<file path="src/rtl/core/bbl_pkg.sv">
`default_nettype none
package bbl_pkg;

  localparam int CapacityDefault = 16;
  localparam int KeyW = 32;
  localparam int StampW = 64;
  localparam int SizeW = 32;
  localparam int TotW = 36;
  localparam int DropW = 5;
  localparam int AddrW = 4;
  localparam int DataW = 64;

  localparam logic [2:0] OpInsert = 3'd0;
  localparam logic [2:0] OpTouch  = 3'd1;
  localparam logic [2:0] OpRemove = 3'd2;
  localparam logic [2:0] OpLookup = 3'd3;
  localparam logic [2:0] OpTrim   = 3'd4;
  localparam logic [2:0] OpClear  = 3'd5;

  localparam logic KindStatus = 1'b0;
  localparam logic KindNotice = 1'b1;

  localparam logic [AddrW-1:0] RegBudget = 4'd0;

  typedef struct packed {
    logic [2:0]               op;
    logic [KeyW-1:0]          key;
    logic signed [StampW-1:0] stamp;
    logic [SizeW-1:0]         size_bytes;
    logic [TotW-1:0]          target_bytes;
  } req_t;

  typedef struct packed {
    logic             kind;
    logic [KeyW-1:0]  out_key;
    logic             hit;
    logic             fresh;
    logic [DropW-1:0] dropped;
    logic [TotW-1:0]  total_out;
    logic             last;
  } rsp_t;

  typedef struct packed {
    logic capture;
    logic find;
    logic evict;
    logic place;
    logic drop_keep;
    logic touch;
    logic remove;
    logic clear;
    logic status;
  } cmd_t;

  typedef struct packed {
    logic [2:0] op;
    logic       hit;
    logic       full;
    logic       over;
    logic       oldest_keep;
    logic       budget_nz;
    logic       out_busy;
  } sts_t;

endpackage
`default_nettype wire

</file>
<file path="src/rtl/core/bbl_ctrl.sv">
`default_nettype none
module bbl_ctrl import bbl_pkg::*; (
  input  wire  clk,
  input  wire  rst,
  input  wire  req_valid,
  output logic req_ready,
  input  sts_t sts,
  output cmd_t cmd
);

  localparam logic [2:0] SIdle   = 3'd0;
  localparam logic [2:0] SFind   = 3'd1;
  localparam logic [2:0] SExec   = 3'd2;
  localparam logic [2:0] SFull   = 3'd3;
  localparam logic [2:0] SPlace  = 3'd4;
  localparam logic [2:0] STrim   = 3'd5;
  localparam logic [2:0] SStatus = 3'd6;

  logic [2:0] state, state_next;

  always_ff @(posedge clk) begin
    if (rst) begin
      state <= SIdle;
    end else begin
      state <= state_next;
    end
  end

  always_comb begin
    cmd        = '0;
    state_next = state;
    req_ready  = 1'b0;
    unique case (state)
      SIdle: begin
        req_ready = 1'b1;
        if (req_valid) begin
          cmd.capture = 1'b1;
          state_next  = SFind;
        end
      end
      SFind: begin
        cmd.find   = 1'b1;
        state_next = SExec;
      end
      SExec: begin
        case (sts.op)
          OpInsert: state_next = (!sts.hit && sts.full) ? SFull : SPlace;
          OpTouch: begin
            cmd.touch  = 1'b1;
            state_next = SStatus;
          end
          OpRemove: begin
            cmd.remove = 1'b1;
            state_next = SStatus;
          end
          OpTrim: state_next = STrim;
          OpClear: begin
            cmd.clear  = 1'b1;
            state_next = SStatus;
          end
          default: state_next = SStatus;
        endcase
      end
      SFull: begin
        if (!sts.out_busy) begin
          cmd.evict  = 1'b1;
          state_next = SPlace;
        end
      end
      SPlace: begin
        cmd.place  = 1'b1;
        state_next = sts.budget_nz ? STrim : SStatus;
      end
      STrim: begin
        if (!sts.over) begin
          state_next = SStatus;
        end else if (sts.op == OpInsert && sts.oldest_keep) begin
          cmd.drop_keep = 1'b1;
          state_next    = SStatus;
        end else if (!sts.out_busy) begin
          cmd.evict = 1'b1;
        end
      end
      SStatus: begin
        if (!sts.out_busy) begin
          cmd.status = 1'b1;
          state_next = SIdle;
        end
      end
      default: state_next = SIdle;
    endcase
  end

endmodule
`default_nettype wire

</file>
<file path="config.mk">
export PLATFORM = sky130hd
export DESIGN_NAME = bbl_ctrl
export DESIGN_NICKNAME = d
export VERILOG_FILES = /design/src/rtl/core/bbl_pkg.sv /design/src/rtl/core/bbl_ctrl.sv
export SDC_FILE = /design/constraint.sdc
export NUM_CORES = 1
export LEC_CHECK = 0
export ABC_AREA = 1
export BUFFER_PORTS_ARGS = -buffer_cell sky130_fd_sc_hd__clkbuf_2
export CAP_MARGIN = 20
export CORE_AREA = 3 3 40 42
export DETAILED_ROUTE_END_ITERATION = 8
export DIE_AREA = 0 0 43 45
export PLACE_DENSITY_LB_ADDON = 0.1
export SLEW_MARGIN = 40
export SYNTH_ARGS = -nofsm -noshare
export SYNTH_HDL_FRONTEND = slang
export SYNTH_SLANG_ARGS = --single-unit
</file>
<file path="constraint.sdc">
create_clock -name clk -period 1.23 [get_ports clk]
set_input_delay 0.246 -clock clk [delete_from_list [all_inputs] [get_ports clk]]
set_output_delay 0.246 -clock clk [all_outputs]
set_load 0.01 [all_outputs]
</file>
==> qor.log <==
qor: logic_synthesis.synth_top_family_by_area simple AND/OR/NAND/NOR gates
qor: logic_synthesis.synth_simple_gate_area_share 57.5%
qor: routing.drt_first_pass_iters 4
qor: timing.final_hold_viol_count 0
qor: placement.dpl.cell_count 110
qor: logic_synthesis.total_standard_cell_area_after_synthesis 433 um2
qor: setup_path.cp_max_fo 3
qor: setup_path.critical_path_top_delay_cell dfxtp_4
qor: logic_synthesis.postSynthNetCount 80
qor: timing.worst-slew-pin-transition 0.221 ns
qor: grt.grt_remaining_overflow 0
qor: grt.grt_pass1_vias 459
qor: setup_path.worst_stage_delay_on_the_critical_path 0.37 ns
qor: placement.worst_setup_slack_post_dpl -0.0256 ns
qor: die.die-width 43 um
qor: grt.total_track_usage 13.6%
qor: routing.dr_total_vias 551
qor: routing.totalWireLength 1260 um
qor: logic_synthesis.post_synth_fa_ha_maj_area_fraction 0%
qor: finish.seqCellArea 71.3 um2
qor: routing.number_of_drc_violations_after_detailed_routing_iteration_0 6
qor: routing.average_wire_length_per_cell_after_detail_routing 10.8 um
qor: cts.cts.root.buffer_cell clkbuf_4
qor: finish.largest_register_ff_count 3
qor: timing.worst_slack -0.235 ns
qor: setup_path.critPathRequiredTime 0.98 ns
qor: flow_run.timing.max_cap.violations 0
qor: logic_synthesis.yosysSeqAreaShare 13.9%
qor: routing.drt-vias-per-instance 4.71
qor: timing.grt_setup_unrepaired yes
qor: finish.num-fill-cells 133
qor: die.design.die.area 0.00194 mm2
qor: cts.cts_made_buffers 3
qor: logic_synthesis.synthXorXnorAreaFrac 0%
qor: logic_synthesis.synth_top_cells_by_area dfxtp_1 14%, nand2_1 14%, buf_6 7.8%, nor3_1 6.9%, nand2_2 5.8%
qor: setup_path.r2r_start state[1]
qor: cts.htree_levels 1
qor: setup_path.crit_start state[1]
qor: logic_synthesis.seq_cells_post_synth 3
qor: logic_synthesis.synth-compound-area-share 9.83%
qor: die.start_util 33.7%
qor: setup_path.worst-r2r-setup-slack 0.07 ns
qor: cts.worst_setup_hold_path_clk_slew 0.04 ns
qor: setup_path.crit_type reg -> out
qor: placement.io_buffers 21
qor: logic_synthesis.most_frequent_cell_after_synthesis nand2_1
qor: die.design.portCount 22
qor: setup_path.critical_path.top_delay_family flip-flops
qor: routing.drc 0
qor: setup_path.reg2regPathDepth 7
qor: finish.multi_input_gate_area_in_the_final_layout 343 um2
qor: setup_path.crit_chain inv_6 > nor3_4 > inv_2 > nor4_2 > buf_2
qor: finish.antenna_diodes 0
qor: routing.final_antenna_net_count 0
qor: outcome.failed_checks setup timing
qor: logic_synthesis.synth.top_cells.by_count 16 x nand2_1, 6 x inv_1, 6 x nor3_1
qor: timing.fin_crit_sh 119%
qor: setup_path.timing.rr.end state[1]
qor: timing.skew 0.00396 ns
qor: timing.fmaxAchievable 683 MHz
qor: setup_path.worstSetupStartpointType register
qor: finish.areaGrowthSynthToFinish 65.3%
qor: power_and_ir_drop.vdd_ir_drop_max 0.712 mV
qor: finish.post_route_cells_drive_above_1_share 61.8%
qor: finish.top_register state
qor: setup_path.critPathBufInv 3
qor: cts.cts_buffer_depth 2
qor: power_and_ir_drop.report.power.total 1060 uW
qor: placement.gpl.final_weighted_congestion 0.762
qor: setup_path.worst_setup_path_endpoint cmd[2]
qor: worst_hold_path.timing.hold.worst.class in -> reg
qor: logic_synthesis.synth_enable_flop_cells 0
qor: cts.cts_num_sinks 3
qor: finish.reg_top3 state (3)
qor: finish.instances_no_fill 117
qor: cts.cts_tree done
qor: power_and_ir_drop.power.density 1480 mW/mm2
qor: timing.max_slew_margin 85.1%
qor: die.placement_rows 13
qor: finish.finalNetCount 115
qor: logic_synthesis.synthesis.area_per_instance 6.37 um2
qor: power_and_ir_drop.static-leakage-power 0.000358 uW
qor: grt.grt_first_pass_wirelength 1880 um
qor: timing.final_setup_violation_count 10
qor: cts.clock_insertion_delay_at_the_later_pin_of_the_skew_report 0.24 ns
qor: logic_synthesis.synth_cells 68
qor: logic_synthesis.postSynth.topFlopCell dfxtp_1
qor: logic_synthesis.async_flop_share 0%
qor: placement.post_dp_hpwl 915 um
qor: logic_synthesis.synthesis.yosys.warnings 0
qor: setup_path.critPathArrivalTime 1.22 ns
qor: logic_synthesis.synth_area_leader_cell dfxtp_1
qor: grt.maximum_number_of_pins_on_one_net_before_global_route_repair 9
qor: logic_synthesis.synth_top_area_share 13.9%
qor: logic_synthesis.synthMuxAreaShare 0%
qor: outcome.result_of_the_run complete, but fails checks
qor: setup_path.cp.depth 5
qor: setup_path.setup.worst_path.end_class primary output
qor: timing.finalWorstPathRequiredPeriod 1.46 ns
qor: grt.initial_antenna_violation_count 0
qor: timing.report.final.slew_viol_count 0
qor: die.core 0.00128 mm2
qor: die.die-height 45 um
qor: logic_synthesis.synth_cell_types 22
## cell type report
class,instances,share of cell area (%)
sequential,3,9.97
clock buffer,4,3.67
multi-input combinational,52,47.9
inverter,10,6.99
tap,15,2.62
timing repair buffer,33,28.8
## what timing repair did
action,in CTS,in global routing
pin swaps,0,6
hold buffers,0,0
buffers inserted,0,3
setup endpoints to repair,11,11
gates resized for setup,7,22
## metal layers
metal  global-route usage, %  vias to the layer above  wire length, um
li1                        -                      292                -
met2                    20.4                       22              610
met3                    3.98                        2               99
met5                       0                        -                0
met4                    10.8                        0               19
met1                    16.3                      235              535
## how the worst min path moves through the flow
stage / start / endpoint / slack, ns / cells after the start
6_report: rst / state[0] / 0.21 / 2
5_1_grt: rst / state[1] / 0.19 / 2
4_1_cts: rst / state[0] / 0.19 / 2
3_5_place_dp: rst / state[1] / 0.46 / 2
3_3_place_gp: rst / state[1] / 0.46 / 2
2_1_floorplan: rst / state[1] / 0.31 / 1
## power breakdown
part | leakage [uW] | internal (uW) | switching [uW]
logic | 0.000316 | 308 | 369
clock network | 0.0000150 | 122 | 63.2
registers | 0.0000267 | 142 | 53.2
## worst register-to-register path, stage by stage, from the launching register on
cell	delay, ns
dfxtp_4	0.37
inv_6	0.04
nor3_4	0.21
buf_4	0.15
nand2_1	0.05
nand2_1	0.06
nand2_1	0.06
a21oi_2	0.14
## kinds of logic (layout without fill, tap and decap cells)
logic type	Yosys count	in the layout
compound gates	7	7
simple gates	45	45
flops	3	3
buf+inv	13	47
## stage by stage
stage	cell area (um2)	setup TNS, ns	hold WS, ns	util [%]
floorplan	433	0	0.308	-
global placement	591	-0.0709	0.462	46.0
detailed placement	591	-0.0896	0.459	46.0
CTS	641	-1.74	0.190	49.9
global route	716	-2.06	0.194	55.7
finish	716	-1.37	0.206	55.7
## layout by cell type, fill, tap and decap left out
cell type	count
nor3_2	4
nor3_4	1
o21ai_0	2
nand3_1	3
nor2_4	1
buf_6	3
clkbuf_2	11
nand2_1	16
inv_2	1
inv_4	1
clkbuf_1	1
a21oi_1	1
clkbuf_4	3
nor2_2	2
nor4_4	1
dfxtp_4	3
nand4_1	3
buf_2	10
nand2_4	1
nor2_1	4
inv_1	6
nand3_4	1
nand3_2	1
nor4_2	1
nand2_2	4
o21ai_1	1
nor3_1	2
a21oi_2	3
buf_4	9
inv_6	2
Power figures use the tool's default switching activity.
