### src/rtl/core/bbl_pkg.sv
`default_nettype none
package bbl_pkg;

  localparam int CapacityDefault = 16;
  localparam int KeyW = 32;
  localparam int StampW = 64;
  localparam int SizeW = 32;
  localparam int TotW = 36;
  localparam int DropW = 5;
  localparam int AddrW = 4;
  localparam int DataW = 64;

  localparam logic [2:0] OpInsert = 3'd0;
  localparam logic [2:0] OpTouch  = 3'd1;
  localparam logic [2:0] OpRemove = 3'd2;
  localparam logic [2:0] OpLookup = 3'd3;
  localparam logic [2:0] OpTrim   = 3'd4;
  localparam logic [2:0] OpClear  = 3'd5;

  localparam logic KindStatus = 1'b0;
  localparam logic KindNotice = 1'b1;

  localparam logic [AddrW-1:0] RegBudget = 4'd0;

  typedef struct packed {
    logic [2:0]               op;
    logic [KeyW-1:0]          key;
    logic signed [StampW-1:0] stamp;
    logic [SizeW-1:0]         size_bytes;
    logic [TotW-1:0]          target_bytes;
  } req_t;

  typedef struct packed {
    logic             kind;
    logic [KeyW-1:0]  out_key;
    logic             hit;
    logic             fresh;
    logic [DropW-1:0] dropped;
    logic [TotW-1:0]  total_out;
    logic             last;
  } rsp_t;

  typedef struct packed {
    logic capture;
    logic find;
    logic evict;
    logic place;
    logic drop_keep;
    logic touch;
    logic remove;
    logic clear;
    logic status;
  } cmd_t;

  typedef struct packed {
    logic [2:0] op;
    logic       hit;
    logic       full;
    logic       over;
    logic       oldest_keep;
    logic       budget_nz;
    logic       out_busy;
  } sts_t;

endpackage
`default_nettype wire

### src/rtl/core/bbl_datapath.sv
`default_nettype none
module bbl_datapath import bbl_pkg::*; #(
  parameter int CAPACITY = CapacityDefault
) (
  input  wire             clk,
  input  wire             rst,
  input  cmd_t            cmd,
  output sts_t            sts,
  input  req_t            req_data,
  input  wire [TotW-1:0]  budget,
  output rsp_t            rsp_data,
  output logic            out_valid,
  input  wire             out_ready
);

  localparam int IW = (CAPACITY > 1) ? $clog2(CAPACITY) : 1;
  localparam int CW = $clog2(CAPACITY + 1);
  localparam int TW = TotW + CW;

  logic [CAPACITY-1:0]      used;
  logic [KeyW-1:0]          key_q   [CAPACITY];
  logic [StampW-1:0]        stamp_q [CAPACITY];
  logic [SizeW-1:0]         size_q  [CAPACITY];
  logic [IW-1:0]            age     [CAPACITY];
  logic [TW-1:0]            total;
  logic [CW-1:0]            count;
  logic [CW-1:0]            cnt;
  req_t                     cur;
  logic                     hit_r;
  logic [IW-1:0]            idx_r;

  logic                     hit_any;
  logic [IW-1:0]            hit_idx, free_idx, oldest_idx, drop_idx;
  logic                     do_drop, do_newest;
  logic [TW-1:0]            total_drop;
  logic [TotW-1:0]          lim;

  always_comb begin
    hit_any    = 1'b0;
    hit_idx    = '0;
    free_idx   = '0;
    oldest_idx = '0;
    for (int i = CAPACITY - 1; i >= 0; i--) begin
      if (used[i] && key_q[i] == cur.key) begin
        hit_any = 1'b1;
        hit_idx = IW'(i);
      end
      if (!used[i]) free_idx = IW'(i);
      if (used[i] && age[i] == IW'(count - CW'(1))) oldest_idx = IW'(i);
    end
  end

  assign drop_idx   = cmd.evict ? oldest_idx : idx_r;
  assign do_drop    = cmd.evict || cmd.drop_keep || (cmd.remove && hit_r);
  assign do_newest  = (cmd.touch || cmd.place) && hit_r;
  assign total_drop = total - TW'(size_q[drop_idx]);
  assign lim        = (cur.op == OpInsert) ? budget : cur.target_bytes;

  function automatic logic [TotW-1:0] sat(input logic [TW-1:0] v);
    return (|v[TW-1:TotW]) ? {TotW{1'b1}} : v[TotW-1:0];
  endfunction

  assign sts.op          = cur.op;
  assign sts.hit         = hit_r;
  assign sts.full        = (count == CW'(CAPACITY));
  assign sts.over        = (total > TW'(lim));
  assign sts.oldest_keep = (oldest_idx == idx_r);
  assign sts.budget_nz   = (budget != '0);
  assign sts.out_busy    = out_valid && !out_ready;

  always_ff @(posedge clk) begin
    if (cmd.capture) cur <= req_data;
    if (cmd.find) idx_r <= hit_idx;
    if (cmd.place) begin
      if (hit_r) begin
        stamp_q[idx_r] <= cur.stamp;
        size_q[idx_r]  <= cur.size_bytes;
      end else begin
        key_q[free_idx]   <= cur.key;
        stamp_q[free_idx] <= cur.stamp;
        size_q[free_idx]  <= cur.size_bytes;
        idx_r             <= free_idx;
      end
    end
    if (cmd.evict) begin
      rsp_data.kind      <= KindNotice;
      rsp_data.out_key   <= key_q[oldest_idx];
      rsp_data.hit       <= 1'b0;
      rsp_data.fresh     <= 1'b0;
      rsp_data.dropped   <= DropW'(cnt + CW'(1));
      rsp_data.total_out <= sat(total_drop);
      rsp_data.last      <= 1'b0;
    end
    if (cmd.status) begin
      rsp_data.kind      <= KindStatus;
      rsp_data.out_key   <= cur.key;
      rsp_data.hit       <= hit_r && (cur.op <= OpLookup);
      rsp_data.fresh     <= hit_r && (cur.op == OpLookup) && (stamp_q[idx_r] == cur.stamp);
      rsp_data.dropped   <= DropW'(cnt);
      rsp_data.total_out <= sat(total);
      rsp_data.last      <= 1'b1;
    end
  end

  always_ff @(posedge clk) begin
    if (rst) begin
      used      <= '0;
      total     <= '0;
      count     <= '0;
      cnt       <= '0;
      hit_r     <= 1'b0;
      out_valid <= 1'b0;
      for (int i = 0; i < CAPACITY; i++) age[i] <= '0;
    end else begin
      if (out_valid && out_ready) out_valid <= 1'b0;
      if (cmd.capture) cnt <= '0;
      if (cmd.find) hit_r <= hit_any;
      if (do_drop) begin
        for (int i = 0; i < CAPACITY; i++) begin
          if (used[i] && age[i] > age[drop_idx]) age[i] <= age[i] - IW'(1);
        end
        used[drop_idx] <= 1'b0;
        age[drop_idx]  <= '0;
        total          <= total_drop;
        count          <= count - CW'(1);
      end
      if (cmd.evict) begin
        cnt       <= cnt + CW'(1);
        out_valid <= 1'b1;
      end
      if (do_newest) begin
        for (int i = 0; i < CAPACITY; i++) begin
          if (used[i] && IW'(i) != idx_r && age[i] < age[idx_r]) age[i] <= age[i] + IW'(1);
        end
        age[idx_r] <= '0;
      end
      if (cmd.place) begin
        if (hit_r) begin
          total <= total - TW'(size_q[idx_r]) + TW'(cur.size_bytes);
        end else begin
          for (int i = 0; i < CAPACITY; i++) begin
            if (used[i]) age[i] <= age[i] + IW'(1);
          end
          used[free_idx] <= 1'b1;
          age[free_idx]  <= '0;
          total          <= total + TW'(cur.size_bytes);
          count          <= count + CW'(1);
        end
      end
      if (cmd.clear) begin
        used  <= '0;
        total <= '0;
        count <= '0;
        for (int i = 0; i < CAPACITY; i++) age[i] <= '0;
      end
      if (cmd.status) out_valid <= 1'b1;
    end
  end

endmodule
`default_nettype wire

### config.mk
export PLATFORM = sky130hd
export DESIGN_NAME = bbl_datapath
export DESIGN_NICKNAME = d
export VERILOG_FILES = /design/src/rtl/core/bbl_pkg.sv /design/src/rtl/core/bbl_datapath.sv
export SDC_FILE = /design/constraint.sdc
export NUM_CORES = 2
export LEC_CHECK = 0
export BUFFER_PORTS_ARGS = -buffer_cell sky130_fd_sc_hd__clkbuf_2
export CAP_MARGIN = 15
export CORE_MARGIN = 2
export CORE_UTILIZATION = 30
export CTS_BUF_LIST = sky130_fd_sc_hd__clkbuf_4
export CTS_CLUSTER_DIAMETER = 120
export CTS_CLUSTER_SIZE = 14
export DETAILED_ROUTE_END_ITERATION = 16
export GPL_TIMING_DRIVEN = 0
export PLACE_DENSITY = 0.49
export REMOVE_ABC_BUFFERS = 1
export SETUP_SLACK_MARGIN = 0.5
export SLEW_MARGIN = 20
export SYNTH_ARGS = -nofsm -noshare
export SYNTH_HDL_FRONTEND = slang
export SYNTH_SLANG_ARGS = --single-unit
### constraint.sdc
create_clock -name clk -period 13.3 [get_ports clk]
set_input_delay 0.665 -clock clk [delete_from_list [all_inputs] [get_ports clk]]
set_output_delay 0.665 -clock clk [all_outputs]
set_load 0.05 [all_outputs]
==> results summary <==
The post-cts hold buffer count came out at 335. The total chip power is 0.0153 W. The width of the chip came out at 633 µm. The share of final-layout standard cells stronger than drive strength 1 is 0.177. The global-route congestion overflow total came out at 0. The library cell appearing most often on the critical path is sky130_fd_sc_hd__nor4_1.

The vertical die dimension is 633 µm. The die footprint is 401000 µm². The post-route non-filler standard cell count came out at 14400. Derived from the worst setup path, the maximum achievable clock frequency is 88.3 MHz. In the finished design, the share of the clock period the worst path needs comes to 0.851.

The number of global-route vias before repair came to 77700. The worst relative slew slack came out at 0.226. After detailed routing, the average wire length per cell comes to 27.6 µm. In this run the number of H-tree levels came out at 4.

The cell area power density is 111 nW/µm². The worst setup path is of the flop to flop kind. The worst path arrival time is 12270 ps. The congestion estimate from routability-driven global placement came to 0.890. In this run the post-CTS setup repair buffer count came out at 0.

Tracing the worst setup path back leads to its startpoint at count[0]. The worst setup path is captured at a flop. The post-synthesis area per instance is 14.1 µm². The biggest fanout along the worst timing path is 25. The number of instances in the placed design is 13800. In this run the remaining antenna-violating nets after routing total 0.

The maximum vdd ir drop is 64.9 µV. The cell with the biggest individual delay on the critical path is sky130_fd_sc_hd__a221oi_1. The count of standard-cell rows is 230. The wire length of the first global-routing pass came out at 566000 µm. Between clock sinks in the finished design, the worst skew comes to 243 ps. The share of flip-flops with an asynchronous set or reset came out at 0.

The worst setup path is launched from a flop. After detailed routing, the number of remaining DRC violations is 0. The slew of the pin with the lowest slew margin came out at 1160 ps. In the synthesized netlist the dominant register cell turns out to be sky130_fd_sc_hd__edfxtp_1. During placement, the flow inserted port buffers numbering 301.

After clock tree synthesis, the clock-pin slew on the worst setup and hold paths is 180 ps. After detailed routing, the number of vias per cell comes to 5.45. The total length of routed wires came out at 398000 µm. The max-slew violation count is 0. The number of sinks handled by clock tree synthesis is 2429. The count of filler cells inserted in the layout came out at 37700.

In this run the critical register-to-register path is launched from count[0]. The Yosys step of the flow raised 0 warnings. The count of endpoints failing hold in the final timing report is 0. The minimum clock period after layout is 11320 ps. The number of search-and-repair iterations in the first detailed-routing pass came out at 6. The worst hold path begins at req_data[36]. The clock tree buffer depth is 4. The via total after detailed routing is 78400. TritonCTS built the clock tree. The pin count of the biggest net entering global routing came out at 64. The number of maximum-capacitance constraint violations came out at 0. The initial cell density of the core is 0.302. Synthesis instantiated 100 different standard cells from the library.

The final-stage net count is 9640. The largest stage delay on the critical path came out at 980 ps. The core area is 393000 µm². The data required time at the worst endpoint came out at 14240 ps.

The run finished with clean final reports. The half-perimeter wire length after placement is 282000 µm. The cell count after synthesis came out at 8403. The worst reg-to-reg setup slack is 1980 ps.

The synthesized netlist occupies a cell area of 119000 µm². The number of enable flip-flop cells after synthesis came out at 2290. The clock root buffer is sky130_fd_sc_hd__clkbuf_4.

Pin placement for this block handled 302 I/O pins. Setup repair after global routing left no endpoint under its margin. For this run, the total global-route usage over all layers was measured as 0.193. The total CTS buffers came out at 198. The number of register bits inferred by synthesis came out at 2429. The initial antenna violation count came out at 34. The fraction of the yosys area taken by sequential cells came out at 0.603. The total setup violations reported at the end of the flow is 0. The starting DRC count in detailed routing is 8759.

The worst hold path class is input pin to flop. The area growth from synthesis to layout is 16.6%. For the worst-skew pair, the clock arrives at the later sink with an insertion delay of 1460 ps.

The worst hold slack came out at 172 ps. The count of cells resized by post-cts repair is 0. For this design the static power due to leakage is 46.4 nW.
[final cells by class]
type,count,area (µm²),area share
clock inverters,16,282,0.00203
flip-flops and latches,2429,71600,0.517
repair buffers,990,12600,0.0907
multi-input cells,5174,44400,0.320
clock buffers,265,1990,0.0144
inverters,290,1090,0.00791
well taps,5220,6530,0.0472
diodes,13,32.5,0.000235
[layer usage]
layer	GRT usage	vias to the layer above	wire, µm
met1	0.262	40700	167000
met2	0.317	3154	189000
met3	0.0241	668	24800
li1	-	33800	-
met4	0.0714	26	16700
met5	0	-	159
[power by group]
group          internal (W)  switching, W  leakage (nW)
Clock               0.00105       0.00246          1.36
Sequential          0.00858      0.000267          22.0
Combinational       0.00123       0.00176          23.0
[path summary, 6_finish.rpt]
check                                     to  cells after the start
worst max-delay path            rsp_data[10]                     29
worst min-delay path                 cur[36]                      2
worst max register to register  rsp_data[10]                     29
worst min register to register   rsp_data[0]                      1
[synthesized netlist by cell type (all sizes together) (28+ instances only)]
master  instances  area [µm²]
inv           288        1080
mux2i          49         490
mux4          562       12700
nand2         923        3470
a22o           39         342
a32o           35         350
xnor2         348        3070
nand4         138         863
nand3         169         846
xor2          376        3290
and2           80         500
edfxtp       2290       68800
a221oi         70         613
nor2          248         931
a211oi        128         961
a21oi         318        1600
a311oi         39         342
fa             34         681
nor3          113         587
ha            308        3850
a21o           69         518
o21a           43         324
buf           132         616
o21ai         237        1190
clkbuf        378        1420
nand2b         43         277
nor4          114         734
and3          132         826
dfxtp         139        2780
nor2b          42         263
o22ai          28         181
o211ai         38         285
a31oi         160        1030
[cells by family after synthesis]
logic type,share of synthesized area
AOI/OAI and AO/OA,0.0790
xor gates and xnor gates,0.0590
adders and majority gates,0.0382
buffers and inverters,0.0263
DFF,0.603
muxes,0.112
and+or+nand+nor,0.0826
[registers in the layout (all words and copies together), names as in the netlist]
name / cells
stamp_q: 1024
count: 5
size_q: 512
key_q: 512
used: 16
hit_r: 1
rsp_data: 77
age: 64
cnt: 5
out_valid: 1
idx_r: 4
sts: 3
total: 41
cur: 164
[metrics by stage]
| step | TNS [ps] | setup WS, ps | utilization | cell area [µm²] |
|---|---|---|---|---|
| global placement | - | -37780 | 0.317 | 125000 |
| global route | 0 | 1620 | 0.352 | 138000 |
| floorplan | -8937560 | -16200 | - | 117000 |
| finish | 0 | 1980 | 0.352 | 138000 |
| CTS | 0 | 1960 | 0.352 | 138000 |
| detailed placement | 0 | 2120 | 0.338 | 133000 |
[placed cells by master, fill, tap and decap left out, types with 231 or more instances in the layout]
master                          synthesis  routed
sky130_fd_sc_hd__a21oi_1              317     316
sky130_fd_sc_hd__clkbuf_2               1     296
sky130_fd_sc_hd__clkbuf_4               0     269
sky130_fd_sc_hd__dlygate4sd3_1          0     335
sky130_fd_sc_hd__edfxtp_1            2290    2290
sky130_fd_sc_hd__ha_1                 308     306
sky130_fd_sc_hd__inv_1                288     271
sky130_fd_sc_hd__mux4_2               562     562
sky130_fd_sc_hd__nand2_1              922     921
sky130_fd_sc_hd__o21ai_0              232     231
sky130_fd_sc_hd__xnor2_1              347     347
sky130_fd_sc_hd__xor2_1               376     376
[critical path, delay by kind of cell, from the launching register on]
family,cells,cell delay [ps]
compound gates,12,5030
xor+xnor,1,120
fa+ha+maj,3,1540
buf+inv,6,1180
flops,1,880
simple gates,7,1970
No activity file was read; power rests on OpenSTA's default activity.
